===== src/rtl/rra_pkg.sv =====
// ----------------------------------------------------------------------------
// rra_pkg
// Shared widths, item type and award codes for the relative rank assigner.
// ----------------------------------------------------------------------------
package rra_pkg;

   localparam int CAPACITY_DEF = 64;
   localparam int SCORE_W      = 32;
   localparam int RANK_W       = 7;
   localparam int AWARD_W      = 2;
   localparam int Q_DEPTH      = 2;
   localparam int Q_PTR_W      = $clog2(Q_DEPTH);
   localparam int GRP_SIZE     = 8;
   localparam int GRP_W        = $clog2(GRP_SIZE + 1);

   typedef enum logic [AWARD_W-1:0] {
      AWARD_NONE   = 2'd0,
      AWARD_GOLD   = 2'd1,
      AWARD_SILVER = 2'd2,
      AWARD_BRONZE = 2'd3
   } award_type;

   // one classified input item
   typedef struct packed {
      logic signed [SCORE_W-1:0] score;
      logic                      last;
      logic                      drop;
   } item_type;

   function automatic award_type award_of(input logic [RANK_W-1:0] rank);
      award_type aw;
      case (rank)
         RANK_W'(1): aw = AWARD_GOLD;
         RANK_W'(2): aw = AWARD_SILVER;
         RANK_W'(3): aw = AWARD_BRONZE;
         default:    aw = AWARD_NONE;
      endcase
      return aw;
   endfunction

endpackage


===== src/rtl/rra_front.sv =====
// ----------------------------------------------------------------------------
// rra_front
// Accepts scores and marks those that arrive after the store is full.
// ----------------------------------------------------------------------------
module rra_front #(
   parameter int CAPACITY = rra_pkg::CAPACITY_DEF
) (
   input  logic                               clock,
   input  logic                               reset,
   input  logic                               req_valid,
   output logic                               req_ready,
   input  logic signed [rra_pkg::SCORE_W-1:0] req_score,
   input  logic                               req_last,
   output logic                               push,
   output rra_pkg::item_type                  push_item,
   input  logic                               q_full
);
   localparam int CNT_W = $clog2(CAPACITY + 1);

   logic [CNT_W-1:0] count_ff, count_in;
   logic             drop;

   assign req_ready = !q_full;
   assign push      = req_valid && req_ready;
   assign drop      = (count_ff == CNT_W'(CAPACITY));

   assign push_item.score = req_score;
   assign push_item.last  = req_last;
   assign push_item.drop  = drop;

   always_comb begin
      count_in = count_ff;
      if (push) begin
         if (req_last) begin
            count_in = '0;
         end else if (!drop) begin
            count_in = count_ff + CNT_W'(1);
         end
      end
   end

   always_ff @(posedge clock) begin
      if (reset) begin
         count_ff <= '0;
      end else begin
         count_ff <= count_in;
      end
   end

endmodule


===== config.mk =====
export PLATFORM = sky130hd
export DESIGN_NAME = rra_front
export DESIGN_NICKNAME = d
export VERILOG_FILES = /design/src/rtl/rra_pkg.sv /design/src/rtl/rra_front.sv
export SDC_FILE = /design/constraint.sdc
export NUM_CORES = 1
export LEC_CHECK = 0
export BUFFER_PORTS_ARGS = -buffer_cell sky130_fd_sc_hd__buf_2
export CAP_MARGIN = 25
export CORE_UTILIZATION = 30
export DETAILED_ROUTE_END_ITERATION = 7
export GPL_TIMING_DRIVEN = 1
export HOLD_SLACK_MARGIN = 0.02
export PLACE_DENSITY = 0.75
export SYNTH_ARGS = -nofsm -noshare
export SYNTH_HDL_FRONTEND = slang
export SYNTH_SLANG_ARGS = --single-unit
export TNS_END_PERCENT = 20

===== constraint.sdc =====
create_clock -name clock -period 1.57 [get_ports clock]
set_clock_uncertainty 0.2 [all_clocks]
set_input_delay 0.314 -clock clock [delete_from_list [all_inputs] [get_ports clock]]
set_output_delay 0.314 -clock clock [all_outputs]
set_load 0.005 [all_outputs]

# == Yosys cells after proc, flatten, opt, wreduce, memory -nomap -nowiden ==
# Index checks and enable logic that the tools add are counted.
# totals
romBits,0
latch_bits,0
ramBits,0
input_bits,37
ff_bits,7
output_inout_bits,36
wordCells,9
memories,0
# classes
muxes,2
n_bitwise,0
order_cmp,0
div_mod_pow,0
addsub,1
shifts,0
eq_ne,2
n_reduce_logical,3
multipliers,0
# op_table
operator,count
7-bit 2-to-1 mux,2
"7-bit by 1-bit adder with 7-bit output, second input constant",1
"7-bit equality test, second input constant",1
"2-bit != test, second input constant",1
2-bit AND reduction,1
1-bit logical AND,1
1-bit zero test,1

# == Longest topological paths before layout ==
# depth
ltp_word,3
ltp_mapped,4
ltp_nobuf,4

# == Worst setup path after synthesis ==
# Ideal clock, no wire load.
# synth_timing
kind,input-to-reg
start,input req_last
end,register count_ff[5]
slack_ps,-8
arrival_ps,1308
stages,3
cell_sequence,or3b_4 or4_1 a21oi_1
# synth_via
elab_chain_cells,2
elab_cells_between_ends,3
classes_between,eq/ne: 1; mux: 1; reduce/logical: 1
# synth_lines
element,line,rtl
from (decl),rra_front.sv:13,"input logic req_last,"
2-bit != test (no line),n/a,
2-bit AND reduction (no line),n/a,
to (signal assigned),rra_front.sv:46,count_ff <= count_in;
to (decl),rra_front.sv:20,"logic [CNT_W-1:0] count_ff, count_in;"
# Several ways; a longest one is shown, not always the timed one.
# A chain may end at the register's enable or synchronous reset.

==> flow_metrics.tcl <==
set metrics [dict create \
    outcome "finished with violations" \
    failed_checks "setup timing" \
    rows 16 \
    whs_path_depth 2 \
    htreeDepth 1 \
    grt_pass1_wl_mm 1.856 \
    hp-class "in2reg" \
    core_area_mm2 0.002002 \
    synth_area_per_cell_um2 7.835 \
    rsz0062_at_grt "yes" \
    yosysSeqAreaShare_pct 21.29 \
    p_leak_nw 0.2474 \
    dieHeight_um 48.84 \
    worst_setup_path_start_kind "register" \
    power_mw 0.3914 \
    seqPwrFrac_pct 46.1 \
    clk_path_buf_depth 2 \
    cts_root_buf "clkbuf_4" \
    gr-total-overflow 0 \
    wl_mm 1.251 \
    cap_violations 0 \
    power.internal_mw 0.3001 \
    drtAntennaViolNets 0 \
    cts_tree "yes" \
    insertion_delay_ns 0.25 \
    start_util_pct 32.87 \
    hold_viol 0 \
    critPathArrivalTime_ns 1.17 \
    largest_register_ff_count 7 \
    clkSlewWorstSetupHoldPaths_ns 0.05 \
    synth_fp_nets 123 \
    synthesis.area_um2 658.1 \
    worstSetupPathType "reg2out" \
    p_switching_mw 0.09124 \
    die_x_um 48.84 \
    io_buffers 8 \
    syn2layout_area_growth_pct -7.795 \
    fin_crit_sh_pct 107.6 \
    wire_per_inst_um 12.51 \
    worstPathRequired_ns 1.06 \
    num_vias 525 \
    placed_cells 94 \
    setup_slack_ns -0.1185 \
    finalWeightedCongestion 0.8423 \
    synth_cell_types 21 \
    worstMarginPinSlew_ns 0.2994 \
    reg_top3 "count_ff: 7 flops" \
    path_max_fanout 2 \
    die-area_mm2 0.002385 \
    yosys_warnings 0 \
    setup_viol 1 \
    cts_buffers 3 \
    clock_sinks 7 \
    grtUsageTotal_pct 10.03 \
    reg2reg_depth 5 \
    grt_pass1_vias 463 \
    fin_crit_ns 1.689 \
    drc 0 \
    drv_slew 0 \
    viasPerCell 5.250 \
    fmax_mhz 592.2 \
    dr.first_iter.drc_count 16 \
    pin_count 73 \
    fin_tns_setup_ns -0.1185 \
    final_nets 113 \
    vdd_drop_max_v 0.0002956 \
    cellPowerDensity_mw_per_mm2 644.9 \
    p_comb_share_pct 12.3 \
    antenna_found_initial 0 \
    insertedDiodeCount 0 \
    slew_headroom_pct 79.79 \
    dp_hpwl_um 966.1 \
    grt_max_degree 8 \
    crit_path_end_kind "primary output" \
    p_sw_share_pct 23.31 \
    fin_cells 100 \
    clockPowerShare_pct 41.5 \
    drt_pass1_iterations 4 \
    syn_inst 84 \
    drive_gt1_share_pct 42.47 \
    ys_seq_elements 7 \
    regMostFlops "count_ff" \
]
synthesized netlist by cell type:
cell	n	share of area [%]
or3b_4	1	1.7
o311ai_0	2	2.7
nand2_1	4	2.3
nand3_1	4	3.0
nor2_1	3	1.7
a31oi_1	3	2.9
and3_1	1	0.95
nand3b_1	1	1.1
o32ai_1	2	2.7
o22ai_1	1	0.95
o21ai_0	2	1.5
ha_1	2	3.8
a31o_2	1	1.3
or4_1	2	2.3
inv_1	6	3.4
or3_2	2	2.3
a21oi_1	4	3.0
nor4b_1	1	1.3
nand2b_1	1	0.95
dfxtp_1	7	21
buf_4	34	39
cell families after synthesis:
group / Yosys count / synth area share, %
AOI/OAI and AO/OA: 15 / 15.02
DFF: 7 / 21.29
buffers and inverters: 40 / 42.20
and+or+nand+nor: 20 / 17.68
adders and majority gates: 2 / 3.802
power groups by stage:
stage	combinational [mW]	sequential [mW]	clock, mW
6_report	0.0482	0.181	0.163
5_1_grt	0.0531	0.180	0.179
4_1_cts	0.0478	0.181	0.167
3_5_place_dp	0.0446	0.185	0
3_3_place_gp	0.0426	0.185	0
2_1_floorplan	0.0869	0.185	0
final timing paths:
kind                             startpoint            to  slack (ns)
worst max-delay path            count_ff[4]  push_item[0]       -0.12
worst min-delay path                  reset   count_ff[6]        0.12
worst max register to register  count_ff[0]   count_ff[4]        0.01
worst min register to register  count_ff[6]   count_ff[6]        0.32
critical path: stages, from the launching register on:
cell,delay [ns]
dfxtp_2,0.33
nor4b_4,0.30
and3_1,0.19
buf_2,0.11
stage by stage:
step	cell area [µm²]	util, %	hold WS, ns	worst slack (ns)
finish	606.8	30.31	0.1214	-0.1185
global route	606.8	30.31	0.1196	-0.1672
CTS	606.8	30.31	0.1125	-0.1288
detailed placement	544.3	27.19	0.3028	-0.1712
global placement	544.3	27.19	0.2897	-0.1402
floorplan	658.1	-	0.1831	-0.006284
per-layer routing:
| layer | global-route usage, % | share of wire, % | vias to the layer above |
|---|---|---|---|
| li1 | - | - | 236 |
| met1 | 10.27 | 37 | 237 |
| met2 | 14.58 | 46 | 44 |
| met3 | 8.411 | 15 | 8 |
| met4 | 4.412 | 1.5 | 0 |
| met5 | 0 | 0 | - |
layout by cell type (no fill, tap or decap), drive strengths merged:
cell type | netlist | routed
a21oi | 4 | 4
a31o | 1 | 1
a31oi | 3 | 3
and3 | 1 | 1
buf | 34 | 19
clkbuf | 0 | 4
dfxtp | 7 | 7
ha | 2 | 2
inv | 6 | 6
nand2 | 4 | 4
nand2b | 1 | 1
nand3 | 4 | 4
nand3b | 1 | 1
nor2 | 3 | 3
nor4b | 1 | 1
o21ai | 2 | 2
o22ai | 1 | 1
o311ai | 2 | 2
o32ai | 2 | 2
or3 | 2 | 2
or3b | 1 | 1
or4 | 2 | 2
layout make-up:
type,instances,area [µm²]
inverter,6,22.52
sequential,7,143.9
clock buffer,4,26.28
timing repair buffer,19,122.6
tap,27,33.78
multi-input combinational,37,257.7
fill,229,1395
timing repair:
item	in CTS	in global routing
hold buffers	0	0
hold endpoints to repair	0	0
pin swaps	2	0
buffers inserted	2	0
gates resized for setup	6	0
endpoints found under the setup margin	1	3
Note: power is estimated with default switching activity, not from simulation.
