$ cat src/rtl/rra_pkg.sv
// ----------------------------------------------------------------------------
// rra_pkg
// Shared widths, item type and award codes for the relative rank assigner.
// ----------------------------------------------------------------------------
package rra_pkg;

   localparam int CAPACITY_DEF = 64;
   localparam int SCORE_W      = 32;
   localparam int RANK_W       = 7;
   localparam int AWARD_W      = 2;
   localparam int Q_DEPTH      = 2;
   localparam int Q_PTR_W      = $clog2(Q_DEPTH);
   localparam int GRP_SIZE     = 8;
   localparam int GRP_W        = $clog2(GRP_SIZE + 1);

   typedef enum logic [AWARD_W-1:0] {
      AWARD_NONE   = 2'd0,
      AWARD_GOLD   = 2'd1,
      AWARD_SILVER = 2'd2,
      AWARD_BRONZE = 2'd3
   } award_type;

   // one classified input item
   typedef struct packed {
      logic signed [SCORE_W-1:0] score;
      logic                      last;
      logic                      drop;
   } item_type;

   function automatic award_type award_of(input logic [RANK_W-1:0] rank);
      award_type aw;
      case (rank)
         RANK_W'(1): aw = AWARD_GOLD;
         RANK_W'(2): aw = AWARD_SILVER;
         RANK_W'(3): aw = AWARD_BRONZE;
         default:    aw = AWARD_NONE;
      endcase
      return aw;
   endfunction

endpackage

$ cat src/rtl/rra_queue.sv
// ----------------------------------------------------------------------------
// rra_queue
// Short FIFO of classified items between the front and the back.
// ----------------------------------------------------------------------------
module rra_queue (
   input  logic              clock,
   input  logic              reset,
   input  logic              push,
   input  rra_pkg::item_type push_item,
   output logic              full,
   output logic              q_valid,
   output rra_pkg::item_type q_item,
   input  logic              pop
);
   localparam int PW = rra_pkg::Q_PTR_W;
   localparam int CW = $clog2(rra_pkg::Q_DEPTH + 1);

   rra_pkg::item_type slot_ff [rra_pkg::Q_DEPTH];
   logic [PW-1:0]     wr_ptr_ff, wr_ptr_in, rd_ptr_ff, rd_ptr_in;
   logic [CW-1:0]     count_ff, count_in;
   logic              do_pop;

   assign full    = (count_ff == CW'(rra_pkg::Q_DEPTH));
   assign q_valid = (count_ff != '0);
   assign q_item  = slot_ff[rd_ptr_ff];
   assign do_pop  = pop && q_valid;

   always_comb begin
      wr_ptr_in = push   ? wr_ptr_ff + PW'(1) : wr_ptr_ff;
      rd_ptr_in = do_pop ? rd_ptr_ff + PW'(1) : rd_ptr_ff;
      count_in  = count_ff;
      if (push && !do_pop) begin
         count_in = count_ff + CW'(1);
      end else if (!push && do_pop) begin
         count_in = count_ff - CW'(1);
      end
   end

   always_ff @(posedge clock) begin
      if (reset) begin
         wr_ptr_ff <= '0;
         rd_ptr_ff <= '0;
         count_ff  <= '0;
      end else begin
         wr_ptr_ff <= wr_ptr_in;
         rd_ptr_ff <= rd_ptr_in;
         count_ff  <= count_in;
      end
   end

   always_ff @(posedge clock) begin
      if (push) begin
         slot_ff[wr_ptr_ff] <= push_item;
      end
   end

   a_no_overflow: assert property (@(posedge clock) disable iff (reset)
      full |-> !push)
      else $error("item pushed into full queue");

endmodule

$ cat config.mk
export PLATFORM = sky130hd
export DESIGN_NAME = rra_queue
export DESIGN_NICKNAME = d
export VERILOG_FILES = /design/src/rtl/rra_pkg.sv /design/src/rtl/rra_queue.sv
export SDC_FILE = /design/constraint.sdc
export NUM_CORES = 1
export LEC_CHECK = 0
export BUFFER_PORTS_ARGS = -buffer_cell sky130_fd_sc_hd__buf_4
export CAP_MARGIN = 0
export CORE_UTILIZATION = 31
export CTS_CLUSTER_DIAMETER = 120
export DETAILED_ROUTE_END_ITERATION = 12
export GPL_TIMING_DRIVEN = 0
export SLEW_MARGIN = 10
export SYNTH_ARGS = -nofsm -noshare
export SYNTH_HDL_FRONTEND = slang
export SYNTH_SLANG_ARGS = --single-unit
$ cat constraint.sdc
create_clock -name clock -period 3.77 [get_ports clock]
set_input_delay 0.1885 -clock clock [delete_from_list [all_inputs] [get_ports clock]]
set_output_delay 0.1885 -clock clock [all_outputs]
set_load 0.02 [all_outputs]
=== Yosys cells after proc, flatten, opt, wreduce, memory -nomap -nowiden ===
Memories as Yosys holds them, arrays and structs flattened. A register that Yosys moved wholly into a read port is not among the register bits.
Index checks and enable logic that the tools add are counted.
W data, S select, Z words.

* Equality and inequality tests: 1
* $add $sub $neg: 4
* Mux-type cells: 6
* Reduce and logical (&&, ||, !) cells: 7

{| class="wikitable"
|+ Operators with widths
! kind !! number
|-
| $mux W1 || 4
|-
| $mux W2 || 2
|-
| $reduce_bool A2 Y1 || 2
|-
| $logic_and A1 B1 Y1 || 3
|-
| $add A1 B1 Y1 const B || 2
|-
| $add A2 B1 Y2 const B || 1
|-
| $eq A2 B2 Y1 const B || 1
|-
| $logic_not A1 Y1 || 2
|-
| $sub A2 B1 Y2 const B || 1
|}

* Input port bits: 38
* Logic and storage cells: 22
* Memories: 1
* Bits in writable memories: 68
* Flip-flop bits (word level): 4
* Output and inout bits: 36

{| class="wikitable"
|+ Memory list
! memory !! words !! bits a word !! rd ports !! clocked after memory_dff !! write ports !! line !! text
|-
| slot_ff || 2 || 34 || 1 || 1 || 1 || rra_queue.sv:18 || <nowiki>rra_pkg::item_type slot_ff [rra_pkg::Q_DEPTH];</nowiki>
|}

=== Depth between registers and ports, before layout ===
* Depth after elaboration: 5
* Mapped depth: 5

=== Worst setup path after synthesis ===
Ideal clock, no wire load.

* Path type: reg2reg
* From: register wr_ptr_ff
* To: memory slot_ff[0][0] (netlist name), enable pin
* Clock period less this slack: 2.285 ns
* Data arrival time: 1.855 ns
* Required time: 3.341 ns
* Cell stages (with the launch flop): 2
* Slack: 1.485 ns
* Cell sequence: dfxtp_1 > nor2b_1

{| class="wikitable"
|+ RTL lines
! what !! line !! text
|-
| start: declaration || rra_queue.sv:19 || <nowiki>logic [PW-1:0] wr_ptr_ff, wr_ptr_in, rd_ptr_ff, rd_ptr_in;</nowiki>
|-
| start signal: assignment || rra_queue.sv:45 || <nowiki>wr_ptr_ff <= wr_ptr_in;</nowiki>
|-
| end: declaration || rra_queue.sv:18 ||
|}

Straight into the memory's write port.

==> flow_metrics.tcl <==
set metrics [dict create \
    status "finished, final reports clean" \
    synth_fp_nets 167 \
    syn_area_um2 2660 \
    drv_cap 0 \
    max-clock-path-buffers 2 \
    cts.sink_count 73 \
    highest_layer "met4" \
    dr_total_vias 1413 \
    worstSetupStartpointType "flop" \
    drt-met1-wl_um 1960 \
    io_buffers 73 \
    clock.fmax_mhz 571 \
    die_w_um 94.7 \
    met2_length_um 2440 \
    drtPass1Iterations 3 \
    setup_viol 0 \
    antenna_left 0 \
    hpwl_um 3310 \
    hp-class "primary input to flop" \
    ff2ff_setup_slack_ps 2250 \
    cts_setup_buffers 0 \
    finalClockSkew_ps 9.88 \
    diodes 0 \
    setup_tns_ps 0 \
    powerDensity_nw_per_um2 638 \
    track_usage_pct 11.5 \
    place.gp.congestion 0.628 \
    drive_above_1_share_pct 60.1 \
    end_kind "output pin" \
    cts_buffers 9 \
    path_max_fanout 10 \
    timing.final.crit_share_pct 46.5 \
    vias_per_cell 4.37 \
    insertion_delay_ps 340 \
    die_h_um 94.7 \
    ys_seq_area_share_pct 80.4 \
    fin_cells 323 \
    grt_pass1_wl_um 7300 \
    worst_pin_slew_ps 556 \
    place_area_um2 3410 \
    ctsHtreeMaxLevel 3 \
    postSynthCellCount 128 \
    path_clk_slew_ps 80 \
    coreArea_um2 8260 \
    slew_headroom_pct 62.8 \
    synthToLayoutAreaGrowth_pct 35.7 \
    wl_um 4720 \
    cts-root-buf "clkbuf_8" \
    cpLargestDelayFamily "buffers and inverters" \
    synth_seq_cells 73 \
    dpl.cell_count 308 \
    synthDistinctLibCells 16 \
    rows 33 \
    finalHoldViolations 0 \
    arrival_ps 1560 \
    worstPathRequired_ps 3580 \
    grt-ovfl-total 0 \
    final_area_um2 3610 \
    critical_path.max_stage_delay_ps 360 \
    timing.hold.ws_ps 21.6 \
    postSynthAreaPerCell_um2 20.8 \
    grt_pass1_vias 1485 \
    grt_setup_unrepaired "no" \
    critPathMostFrequentCell "buf_4" \
    wl_per_cell_um 14.6 \
    finalNetCount 253 \
    initial_core_util_pct 32.3 \
    finalCriticalPeriod_ps 1750 \
    drt-initial-drc-count 36 \
    critPathKind "flop to output pin" \
    drv_slew 0 \
    crit_slowest_cell "mux2_2" \
    antenna_found_initial 0 \
    pin_count 74 \
    cts_tree "built" \
    crit_path_cell_trace "buf_2 -> buf_4 -> mux2_2 -> buf_4" \
    drc 0 \
    post_cts_resized 0 \
    hold_buffers 0 \
    die_area_um2 8970 \
    yosysWarnings 0 \
    irDropWorstVdd_v 0.000257 \
    cellLeakagePower_uw 0.00136 \
    wl_met3_um 159 \
    grt_max_degree 20 \
    cp_num_buf_inv 3 \
]
==> kinds of logic (layout without fill, tap and decap cells) <==
family	after synthesis	in the layout	share of synthesized area [%]
buffers and inverters	4	94	1.03
and+or+nand+nor	9	9	1.83
xor gates and xnor gates	4	4	1.32
muxes	34	34	14.4
AOI/OAI and AO/OA	3	3	0.563
DFF	73	73	80.4
adders and majority gates	1	1	0.470
==> sequential cells by signal, summed over array words and instances, names as in the netlist, named ones only <==
| signal | count |
|---|---|
| slot_ff | 68 |
| count_ff | 2 |
| rd_ptr_ff | 1 |
| wr_ptr_ff | 1 |
==> stage by stage <==
step	setup WS, ps	total power (uW)	utilization (%)
6_report	2020	2310	43.8
5_1_grt	1900	2410	43.8
4_1_cts	1970	2340	43.8
3_5_place_dp	2250	1700	41.3
3_3_place_gp	473	1680	40.5
2_1_floorplan	1490	1420	-
==> cells in the final DEF, fill, tap and decap left out, drive strengths merged <==
| master | netlist | routed |
|---|---|---|
| a21oi | 1 | 1 |
| and2 | 1 | 1 |
| and2b | 1 | 1 |
| buf | 4 | 79 |
| bufinv | 0 | 2 |
| clkbuf | 0 | 9 |
| clkinv | 0 | 2 |
| clkinvlp | 0 | 2 |
| dfxtp | 5 | 5 |
| edfxtp | 68 | 68 |
| ha | 1 | 1 |
| mux2 | 34 | 34 |
| nor2 | 4 | 4 |
| nor2b | 1 | 1 |
| o21ai | 2 | 2 |
| or2 | 1 | 1 |
| or3 | 1 | 1 |
| xnor2 | 1 | 1 |
| xor2 | 3 | 3 |
==> power by group <==
| part | internal (uW) | total [uW] | switching, uW |
|---|---|---|---|
| logic | 339 | 683 | 344 |
| clock network | 365 | 641 | 276 |
| registers | 957 | 982 | 24.9 |
| total | 1660 | 2310 | 645 |
==> Yosys cell counts <==
cell	number	area share, %
ha_1	1	0.47
and2b_2	1	0.33
or3_1	1	0.24
xor2_1	3	0.99
buf_2	1	0.19
dfxtp_1	5	3.8
xnor2_1	1	0.33
or2_2	1	0.24
nor2_1	4	0.56
and2_1	1	0.24
nor2b_1	1	0.24
buf_4	3	0.85
a21oi_1	1	0.19
o21ai_0	2	0.38
mux2_2	34	14
edfxtp_1	68	77
==> final cells by class <==
type                            instances  area (um^2)
Buffer                                  4         27.5
Fill cell                             773         4640
Clock buffer                            9          124
Timing Repair Buffer                   75          603
Clock inverter                          6         83.8
Multi-Input combinational cell         51          503
Sequential cell                        73         2140
Tap cell                              105          131
==> path summary, 6_finish.rpt <==
| kind | startpoint | cells past startpoint | to |
|---|---|---|---|
| setup / recovery | flop | 4 | q_item[23] |
| hold / removal | push_item[32] | 1 | slot_ff[0][32]$_DFFE_PP_ |
| setup reg to reg | count_ff[0]$_SDFFE_PP0P_ | 4 | count_ff[1]$_SDFFE_PP0P_ |
| hold reg to reg | rd_ptr_ff$_SDFFE_PP0P_ | 2 | rd_ptr_ff$_SDFFE_PP0P_ |
==> per-layer routing <==
| metal | vias to the layer above | GRT usage [%] |
|---|---|---|
| met4 | 0 | 9.09 |
| met3 | 12 | 2.66 |
| li1 | 665 | - |
| met1 | 699 | 13.2 |
| met2 | 37 | 18.5 |
| met5 | - | 0 |
(Power assumes the default switching activity.)
